$ cat src/hw/rtl/srrw_pkg.sv
`timescale 1ns / 1ps
`default_nettype none
// ----------------------------------------------------------------------------
// srrw_pkg
// Shared constants and types for the selective repeat receive window.
// ----------------------------------------------------------------------------
package srrw_pkg;

  localparam int WIN_SLOTS     = 8;
  localparam int PAYLOAD_WIDTH = 32;
  localparam int SEQ_W         = 32;
  localparam int WORD_W        = 32;
  localparam int SLOT_W        = $clog2(WIN_SLOTS);
  // payload bits kept in a slot; the result word is 32 bits wide
  localparam int STORE_W       = (PAYLOAD_WIDTH < WORD_W) ? PAYLOAD_WIDTH : WORD_W;

  localparam logic KIND_ACK     = 1'b0;
  localparam logic KIND_DELIVER = 1'b1;

  typedef enum logic [1:0] {
    ST_IDLE,
    ST_ACK,
    ST_DRAIN
  } state_t;

  typedef struct packed {
    logic              wr;
    logic [SLOT_W-1:0] wr_idx;
    logic              shift;
  } chain_ctrl_t;

endpackage
`default_nettype wire

$ cat src/hw/rtl/srrw_cell.sv
`timescale 1ns / 1ps
`default_nettype none
// ----------------------------------------------------------------------------
// srrw_cell
// One window slot. Loads a received word, or takes its upper neighbor's
// contents when the window slides down by one.
// ----------------------------------------------------------------------------
module srrw_cell
  import srrw_pkg::*;
(
  input  wire logic               clk,
  input  wire logic               rst,
  input  wire logic               shift,
  input  wire logic               wr_en,
  input  wire logic [STORE_W-1:0] wr_payload,
  input  wire logic               nb_valid,
  input  wire logic [STORE_W-1:0] nb_payload,
  output logic                    valid,
  output logic [STORE_W-1:0]      payload
);

  always_ff @(posedge clk) begin
    if (rst) begin
      valid <= 1'b0;
    end else if (shift) begin
      valid <= nb_valid;
    end else if (wr_en) begin
      valid <= 1'b1;
    end
  end

  always_ff @(posedge clk) begin
    if (shift) begin
      payload <= nb_payload;
    end else if (wr_en) begin
      payload <= wr_payload;
    end
  end

endmodule
`default_nettype wire

$ cat src/hw/rtl/srrw_chain.sv
`timescale 1ns / 1ps
`default_nettype none
// ----------------------------------------------------------------------------
// srrw_chain
// Row of window cells. Cell k holds sequence number expected_seq + k, so
// cell 0 is always the base slot.
// ----------------------------------------------------------------------------
module srrw_chain
  import srrw_pkg::*;
(
  input  wire logic               clk,
  input  wire logic               rst,
  input  wire chain_ctrl_t        ctrl,
  input  wire logic [STORE_W-1:0] wr_payload,
  output logic                    head_valid,
  output logic [STORE_W-1:0]      head_payload,
  output logic                    second_valid
);

  logic               valid_q   [WIN_SLOTS];
  logic [STORE_W-1:0] payload_q [WIN_SLOTS];

  for (genvar k = 0; k < WIN_SLOTS; k++) begin : g_cell
    logic               nb_valid;
    logic [STORE_W-1:0] nb_payload;

    if (k == WIN_SLOTS - 1) begin : g_top
      assign nb_valid   = 1'b0;
      assign nb_payload = '0;
    end else begin : g_mid
      assign nb_valid   = valid_q[k+1];
      assign nb_payload = payload_q[k+1];
    end

    srrw_cell u_cell (
      .clk        (clk),
      .rst        (rst),
      .shift      (ctrl.shift),
      .wr_en      (ctrl.wr && (ctrl.wr_idx == SLOT_W'(k))),
      .wr_payload (wr_payload),
      .nb_valid   (nb_valid),
      .nb_payload (nb_payload),
      .valid      (valid_q[k]),
      .payload    (payload_q[k])
    );
  end

  assign head_valid   = valid_q[0];
  assign head_payload = payload_q[0];
  assign second_valid = valid_q[1];

endmodule
`default_nettype wire

$ cat src/hw/rtl/selective_repeat_receive_window.sv
`timescale 1ns / 1ps
`default_nettype none
// ----------------------------------------------------------------------------
// selective_repeat_receive_window
// Receiver side of selective repeat: acknowledges packets, buffers the ones
// inside the window and delivers stored words in sequence order.
// ----------------------------------------------------------------------------
//  channel  handshake         payload
//  in       in_valid/ready    in_seq, in_payload
//  out      out_valid/ready   out_kind, out_seq, out_payload, out_last
//
// One packet at a time. A packet is accepted in ST_IDLE, its ack goes out from
// ST_ACK, then ST_DRAIN gives one delivery per cycle while the out channel is free
// and the base cell holds data (the cell row shifts by one per delivery).
// An out-of-window packet above the top is taken in ST_IDLE and gives no beat.
// A stalled out beat holds the row and the sequencer. Reset clears all cells
// at once; no sweep is needed.
// ----------------------------------------------------------------------------
module selective_repeat_receive_window
  import srrw_pkg::*;
(
  input  wire logic              clk,
  input  wire logic              rst,
  input  wire logic              in_valid,
  output logic                   in_ready,
  input  wire logic [SEQ_W-1:0]  in_seq,
  input  wire logic [WORD_W-1:0] in_payload,
  output logic                   out_valid,
  input  wire logic              out_ready,
  output logic                   out_kind,
  output logic [SEQ_W-1:0]       out_seq,
  output logic [WORD_W-1:0]      out_payload,
  output logic                   out_last
);

  state_t             state, state_next;
  logic [SEQ_W-1:0]   expected_seq;
  logic [SEQ_W-1:0]   ack_seq;
  logic               ack_last;

  logic               head_valid, second_valid;
  logic [STORE_W-1:0] head_payload;
  chain_ctrl_t        ctrl;

  logic               accept, out_free, out_load;
  logic [SEQ_W-1:0]   win_top, offset;
  logic               below, in_window;

  assign accept    = in_valid && in_ready;
  assign out_free  = !out_valid || out_ready;
  assign win_top   = expected_seq + SEQ_W'(WIN_SLOTS);
  assign offset    = in_seq - expected_seq;
  assign below     = in_seq < expected_seq;
  assign in_window = !below && (in_seq < win_top);

  // next state
  always_comb begin
    state_next = state;
    case (state)
      ST_IDLE: begin
        if (accept && (below || in_window)) begin
          state_next = ST_ACK;
        end
      end
      ST_ACK: begin
        if (out_free) begin
          state_next = ack_last ? ST_IDLE : ST_DRAIN;
        end
      end
      ST_DRAIN: begin
        if (out_free && !second_valid) begin
          state_next = ST_IDLE;
        end
      end
      default: state_next = ST_IDLE;
    endcase
  end

  // outputs of the sequencer
  always_comb begin
    in_ready    = 1'b0;
    out_load    = 1'b0;
    ctrl.wr     = 1'b0;
    ctrl.wr_idx = offset[SLOT_W-1:0];
    ctrl.shift  = 1'b0;
    case (state)
      ST_IDLE: begin
        in_ready = 1'b1;
        ctrl.wr  = accept && in_window;
      end
      ST_ACK: begin
        out_load = out_free;
      end
      ST_DRAIN: begin
        out_load   = out_free;
        ctrl.shift = out_free;
      end
      default: ;
    endcase
  end

  always_ff @(posedge clk) begin
    if (rst) begin
      state        <= ST_IDLE;
      expected_seq <= '0;
    end else begin
      state <= state_next;
      if (state == ST_DRAIN && out_free) begin
        expected_seq <= expected_seq + SEQ_W'(1);
      end
    end
  end

  // pending ack; it is last unless the packet filled the base cell
  always_ff @(posedge clk) begin
    if (accept) begin
      ack_seq  <= in_seq;
      ack_last <= below || (offset[SLOT_W-1:0] != '0);
    end
  end

  always_ff @(posedge clk) begin
    if (rst) begin
      out_valid <= 1'b0;
    end else if (out_load) begin
      out_valid <= 1'b1;
    end else if (out_ready) begin
      out_valid <= 1'b0;
    end
  end

  always_ff @(posedge clk) begin
    if (out_load) begin
      if (state == ST_ACK) begin
        out_kind    <= KIND_ACK;
        out_seq     <= ack_seq;
        out_payload <= '0;
        out_last    <= ack_last;
      end else begin
        out_kind    <= KIND_DELIVER;
        out_seq     <= expected_seq;
        out_payload <= WORD_W'(head_payload);
        out_last    <= !second_valid;
      end
    end
  end

  srrw_chain u_chain (
    .clk          (clk),
    .rst          (rst),
    .ctrl         (ctrl),
    .wr_payload   (in_payload[STORE_W-1:0]),
    .head_valid   (head_valid),
    .head_payload (head_payload),
    .second_valid (second_valid)
  );

  // the base cell is only consumed while it holds data
  logic unused_head;
  assign unused_head = head_valid;

endmodule
`default_nettype wire

$ cat config.mk
export PLATFORM = sky130hd
export DESIGN_NAME = selective_repeat_receive_window
export DESIGN_NICKNAME = d
export VERILOG_FILES = /design/src/hw/rtl/srrw_pkg.sv /design/src/hw/rtl/srrw_cell.sv /design/src/hw/rtl/srrw_chain.sv /design/src/hw/rtl/selective_repeat_receive_window.sv
export SDC_FILE = /design/constraint.sdc
export NUM_CORES = 1
export LEC_CHECK = 0
export ABC_AREA = 1
export BUFFER_PORTS_ARGS = -buffer_cell sky130_fd_sc_hd__buf_4
export CAP_MARGIN = 20
export CORE_MARGIN = 2
export CORE_UTILIZATION = 43
export DETAILED_ROUTE_END_ITERATION = 7
export PLACE_DENSITY = 0.72
export SETUP_SLACK_MARGIN = 0.2
export SLEW_MARGIN = 5
export SYNTH_ARGS = -nofsm -noshare
export SYNTH_HDL_FRONTEND = slang
export SYNTH_SLANG_ARGS = --single-unit
$ cat constraint.sdc
create_clock -name clk -period 8.5 [get_ports clk]
set_input_delay 0.425 -clock clk [delete_from_list [all_inputs] [get_ports clk]]
set_output_delay 0.425 -clock clk [all_outputs]
set_load 0.01 [all_outputs]
# ---- Yosys cells after proc, flatten, opt, wreduce, memory -nomap -nowiden
# Index checks and enable logic that the tools add are counted.
dict set report classes {
  add_sub_neg 3
  n_lt_le_gt_ge 2
  n_eq_ne 12
  muxes 40
  n_reduce_logical 34
}
# cell count
set op_table {}
lappend op_table {{2-to-1 mux 32 bit} 15}
lappend op_table {{< comparator 32 bit} 2}
lappend op_table {{adder 32 x 1 -> 32 bit, second input constant} 1}
lappend op_table {{adder 32 x 4 -> 32 bit, second input constant} 1}
lappend op_table {{2-to-1 mux 1 bit} 20}
lappend op_table {{nonzero test 2 bit} 8}
lappend op_table {{logical AND 1 bit} 14}
lappend op_table {{== test 3 bit, second input constant} 4}
lappend op_table {{2-to-1 mux 2 bit} 4}
lappend op_table {{== test 3 x 2 -> 1 bit, second input constant} 2}
lappend op_table {{inequality test 2 bit, second input constant} 3}
lappend op_table {{case mux 2 bit (3 select lines)} 1}
lappend op_table {{OR reduction 2 bit} 2}
lappend op_table {{== test 3 x 1 -> 1 bit, second input constant} 1}
lappend op_table {{zero test 1 bit} 3}
lappend op_table {{zero test 3 bit} 1}
lappend op_table {{logical OR 1 bit} 3}
lappend op_table {{AND reduction 3 bit} 1}
lappend op_table {{nonzero test 3 bit} 1}
lappend op_table {{subtractor 3 bit} 1}
lappend op_table {{== test 2 x 1 -> 1 bit, second input constant} 1}
lappend op_table {{== test 2 bit, second input constant} 1}
lappend op_table {{zero test 2 bit} 1}
dict set report word_totals {
  register_bits 397
  out_inout_bits 68
  wordCells 115
}

# ---- Longest topological paths before layout
dict set report depth {
  word_depth 8
  depth_mapped 27
  ltp_nobuf 25
}

# ---- Hierarchy
# A second synthesis with hierarchy kept.
dict set report unflattened {
  hier_cells 1976
  hier_area_um2 19202.2
}
# module n_inst cells_per_inst area_each_um2 seq_area_each_um2
set by_module_without_submodules {}
lappend by_module_without_submodules {srrw_cell 8 145 1478.9 980.9}
lappend by_module_without_submodules {selective_repeat_receive_window 1 798 7303.3 3673.5}
lappend by_module_without_submodules {srrw_chain 1 18 67.6 0.0}

# ---- Worst setup path before layout
# Ideal clock, no wire load.
dict set report synth_path {
  kind {reg-to-reg}
  start {reg expected_seq[4]}
  end {reg u_chain.g_cell[0].u_cell.payload[0], enable pin}
  setup_time_ns 0.389
  arrival_time_ns 3.599
  required_ns 8.111
  path_slack_ns 4.512
  path_stages_with_launch 27
  synth_period_minus_slack_ns 3.988
  path_cell_list {dfxtp_1 > ha_1 > nand2_1 > inv_2 > nand2_1 > nor2_1 > inv_1 > nor2_1 > nand3_1 > o21ai_0 > o21ai_0 > ha_1 > nand2_1 > nand2_1 > nand2_1 > nand2_1 > nand2_1 > nand2_1 > a21oi_1 > nand2_2 > inv_2 > nand2_4 > nor2_8 > buf_12 > buf_8 > nand2_1 > nand2_1}
}
dict set report synth_via {
  elab_chain_len 7
  elab_cells_between_ends 9
}
# item line_no
set synth_rtl {}
lappend synth_rtl {{from (decl)} selective_repeat_receive_window.sv:37} ;# logic [SEQ_W-1:0] expected_seq;
lappend synth_rtl {{from (signal assigned)} selective_repeat_receive_window.sv:109} ;# expected_seq <= expected_seq + SEQ_W'(1);
lappend synth_rtl {{adder 32 x 4 -> 32 bit / < comparator 32 bit (equally long branches)} {selective_repeat_receive_window.sv:51, selective_repeat_receive_window.sv:53}}
lappend synth_rtl {{< comparator 32 bit / zero test 1 bit (equally long branches)} selective_repeat_receive_window.sv:54} ;# assign in_window = !below && (in_seq < win_top);
lappend synth_rtl {{logical AND 1 bit *} selective_repeat_receive_window.sv:54}
lappend synth_rtl {{logical AND 1 bit *} selective_repeat_receive_window.sv:89} ;# ctrl.wr = accept && in_window;
lappend synth_rtl {{2-to-1 mux 1 bit *} selective_repeat_receive_window.sv:86} ;# case (state)
lappend synth_rtl {{logical AND 1 bit *} srrw_chain.sv:39} ;# .wr_en (ctrl.wr && (ctrl.wr_idx == SLOT_W'(k))),
lappend synth_rtl {{nonzero test 2 bit (no source line) *} -}
lappend synth_rtl {{to (signal assigned)} srrw_cell.sv:34} ;# payload <= nb_payload;
lappend synth_rtl {{to (signal assigned)} srrw_cell.sv:36} ;# payload <= wr_payload;
lappend synth_rtl {{to (decl)} srrw_cell.sv:19} ;# output logic [STORE_W-1:0] payload
# Mark *: on every way between the ends. The rest lies on a longest branch, timed or not.
# A chain may end at the register's enable or synchronous reset.

# ---- Worst setup path in the final report
dict set report layout_path {
  start {reg expected_seq[4]}
  end {reg u_chain.g_cell[0].u_cell.payload[26], enable pin}
}
# Same word-level chain as after synthesis.

==> results_dict.tcl <==
set metrics [dict create \
    final_hold_viol_count 0 \
    worst-r2r-cell-count 24 \
    leakage_nw 8.618 \
    stdcell_area_mm2 0.02085 \
    status "complete, no violations" \
    fp.dieW_um 207.7 \
    design.core.area_mm2 0.04092 \
    crit_arrival_ps 5240 \
    post_drt_wl_per_cell_um 15.59 \
    start_kind "flip-flop" \
    holdCritStartpoint "in_seq[23]" \
    cts-root-buf "clkbuf_16" \
    hold_buffers 0 \
    vias 12470 \
    grt_use_total_pct 18.08 \
    synth-seq-area-share_pct 62.64 \
    worst_pin_slew_ps 995.8 \
    vdd_drop_max_mv 0.2321 \
    max_slew_margin_pct 33.61 \
    clkTransAtPathRegs_ps 70 \
    yosys-top-cells-area "edfxtp_1 54%, nand2_1 15%, dfxtp_1 8.3%" \
    clock_sinks 397 \
    wirelength_mm 39.11 \
    grt_pass1_vias 12180 \
    rsz0062_at_grt "no" \
    grt_antenna_before_repair 0 \
    syn-cell-area_mm2 0.01785 \
    r2r-end "u_chain.g_cell[0].u_cell.payload[26]" \
    syn_area_per_cell_um2 9.796 \
    io_pins 136 \
    cts_tree "built" \
    setup_tns_ps 0 \
    setup_viol 0 \
    dp_hpwl_mm 25.59 \
    slew_viol_final 0 \
    whs_ps 46.44 \
    power_density_mw_per_mm2 330.9 \
    post_cts_buffers 0 \
    yosys.area.top_type "edfxtp_1" \
    start_util_pct 43.61 \
    drt_drc_violations_left 0 \
    grt_pass1_wl_mm 62.95 \
    hold_path_class "input port to flip-flop" \
    critPathKind "flip-flop to flip-flop" \
    hold_path_end "ack_seq[23]" \
    cap_violations 0 \
    gp_congestion 0.8890 \
    fmax_mhz 197.7 \
    required_ps 8680 \
    cts_resized 0 \
    placed_cell_area_mm2 0.01931 \
    antenna_cells 0 \
    fin_worst_skew_ps 39.83 \
    rows 74 \
    worstSkewPairLatency_ps 590 \
    reg2reg_from "expected_seq[4]" \
    mostFrequentLayoutCells "703 x nand2_1, 323 x edfxtp_1, 169 x inv_1" \
    dp_cells 2430 \
    fin_crit_ps 5057 \
    die-area_mm2 0.04315 \
    syn-num-nets 1956 \
    cp-end-kind "flip-flop" \
    clockBufferDepth 3 \
    fin_crit_sh_pct 59.50 \
    grt_max_degree 231 \
    cts_htree_levels 2 \
    final_layout_size_suffix_gt1_share_pct 12.95 \
    ys_types 40 \
    worst-r2r-setup-slack_ps 3440 \
    instances_no_fill 2509 \
    viasPerCell 4.971 \
    synth_seq_cells 397 \
    first_iter_violations 976 \
    syn_inst 1822 \
    hold_depth 1 \
    die_h_um 207.7 \
    netlist.area_leader.share_pct 54.34 \
    synthToLayoutAreaGrowth_pct 16.80 \
    fillCellCount 3664 \
    cts_buffers 42 \
    port_buffers 135 \
    grt_overflow 0 \
    final_nets 2077 \
    ant_nets 0 \
    final_common_cell "nand2_1" \
    crit_path_max_fanout 66 \
    yosysWarnings 0 \
    dr.pass1.iters 5 \
]
==> logic make-up (layout without fill, tap and decap cells) <==
family / count (synthesis) / after routing / share of synthesized area [%]
buf+inv: 239 / 394 / 5.412
flops: 397 / 397 / 62.64
xor+xnor: 28 / 28 / 1.374
simple gates: 948 / 948 / 21.51
fa+ha+maj: 66 / 66 / 4.669
compound gates: 144 / 144 / 4.388
==> per-layer routing <==
layer / part of all wire (%) / wire length (um) / GRT usage, % / vias up
met4: 2.3 / 910 / 5.698 / 0
met5: 0 / 0 / 0 / -
li1: - / - / - / 6178
met3: 5.8 / 2259 / 3.661 / 57
met2: 48 / 18640 / 30.08 / 316
met1: 44 / 17290 / 23.85 / 5920
==> critical path, cell delays in order (launching register included) <==
cell	delay, ps
dfxtp_1	420
ha_1	250
nand2_1	110
inv_2	80
nand2_1	90
nor2_1	210
inv_1	90
nor2_1	260
nand3_1	200
o21ai_0	170
o21ai_0	100
ha_1	290
nand2_1	60
nand2_1	40
nand2_1	60
nand2_1	70
nand2_1	60
nand2_1	50
a21oi_1	150
nand2_2	120
inv_2	150
nand2_4	80
nor2_8	710
nand2_1	140
nand2_2	670
==> stage by stage <==
step           util [%]  power, mW  setup slack [ps]
2_1_floorplan         -      4.275              4512
3_3_place_gp      47.19      4.889              3622
3_5_place_dp      47.19      4.983              3440
4_1_cts           50.89      6.962              3401
5_1_grt           50.94      7.301              2944
6_report          50.94      6.899              3443
==> layout make-up <==
cell class | instances | area (um2) | area share (%)
flip-flops and latches | 397 | 11180 | 53.63
repair buffers | 141 | 1084 | 5.198
well taps | 532 | 665.6 | 3.193
inverters | 175 | 656.9 | 3.151
clock inverters | 23 | 317.8 | 1.525
clock buffers | 55 | 1195 | 5.732
multi-input cells | 1186 | 5747 | 27.57
==> worst max path at each step <==
stage | from | endpoint | slack [ps] | depth (start not counted)
2_1_floorplan | expected_seq[4] | u_chain.g_cell[0].u_cell.payload[0] | 4510 | 26
3_3_place_gp | expected_seq[4] | u_chain.g_cell[0].u_cell.payload[12] | 3620 | 24
3_5_place_dp | expected_seq[4] | u_chain.g_cell[0].u_cell.payload[15] | 3440 | 24
4_1_cts | expected_seq[4] | u_chain.g_cell[0].u_cell.payload[25] | 3400 | 24
5_1_grt | expected_seq[4] | u_chain.g_cell[0].u_cell.payload[25] | 2940 | 24
6_report | expected_seq[4] | u_chain.g_cell[0].u_cell.payload[26] | 3440 | 24
==> sequential cells by signal (all words and copies together) (netlist names) <==
name and flops:
u_chain.g_cell.u_cell.valid 7, ack_last 1, out_kind 1, expected_seq 32, out_payload 32, u_chain.g_cell.u_cell.payload 256
out_valid 1, state 2, ack_seq 32, out_last 1, out_seq 32
==> Yosys cell counts <==
library cell / count
nand2_1: 710
edfxtp_1: 323
inv_1: 169
nor2_1: 140
dfxtp_1: 74
a21oi_1: 68
ha_1: 65
o21ai_0: 56
clkbuf_1: 47
nand3_1: 40
xor2_1: 28
nand4_1: 15
buf_2: 12
nand3_2: 11
a21oi_2: 8
nor3_1: 8
inv_2: 6
nand3b_1: 6
a21o_1: 4
nor4_1: 4
nor2_2: 3
o21a_1: 3
buf_6: 2
buf_8: 2
nand2_4: 2
nor4_2: 2
a2111oi_0: 1
a22oi_1: 1
and2_1: 1
buf_12: 1
fa_1: 1
nand2_2: 1
nor2_4: 1
nor2_8: 1
nor2b_2: 1
nor3_2: 1
o211ai_1: 1
o21ai_1: 1
o221a_2: 1
or2_2: 1
==> where the power goes <==
part | internal, mW | switching (mW)
Sequential | 3.00 | 0.199
Combinational | 0.525 | 1.21
Clock | 1.16 | 0.804
Total | 4.69 | 2.21
Power figures use the tool's default switching activity.
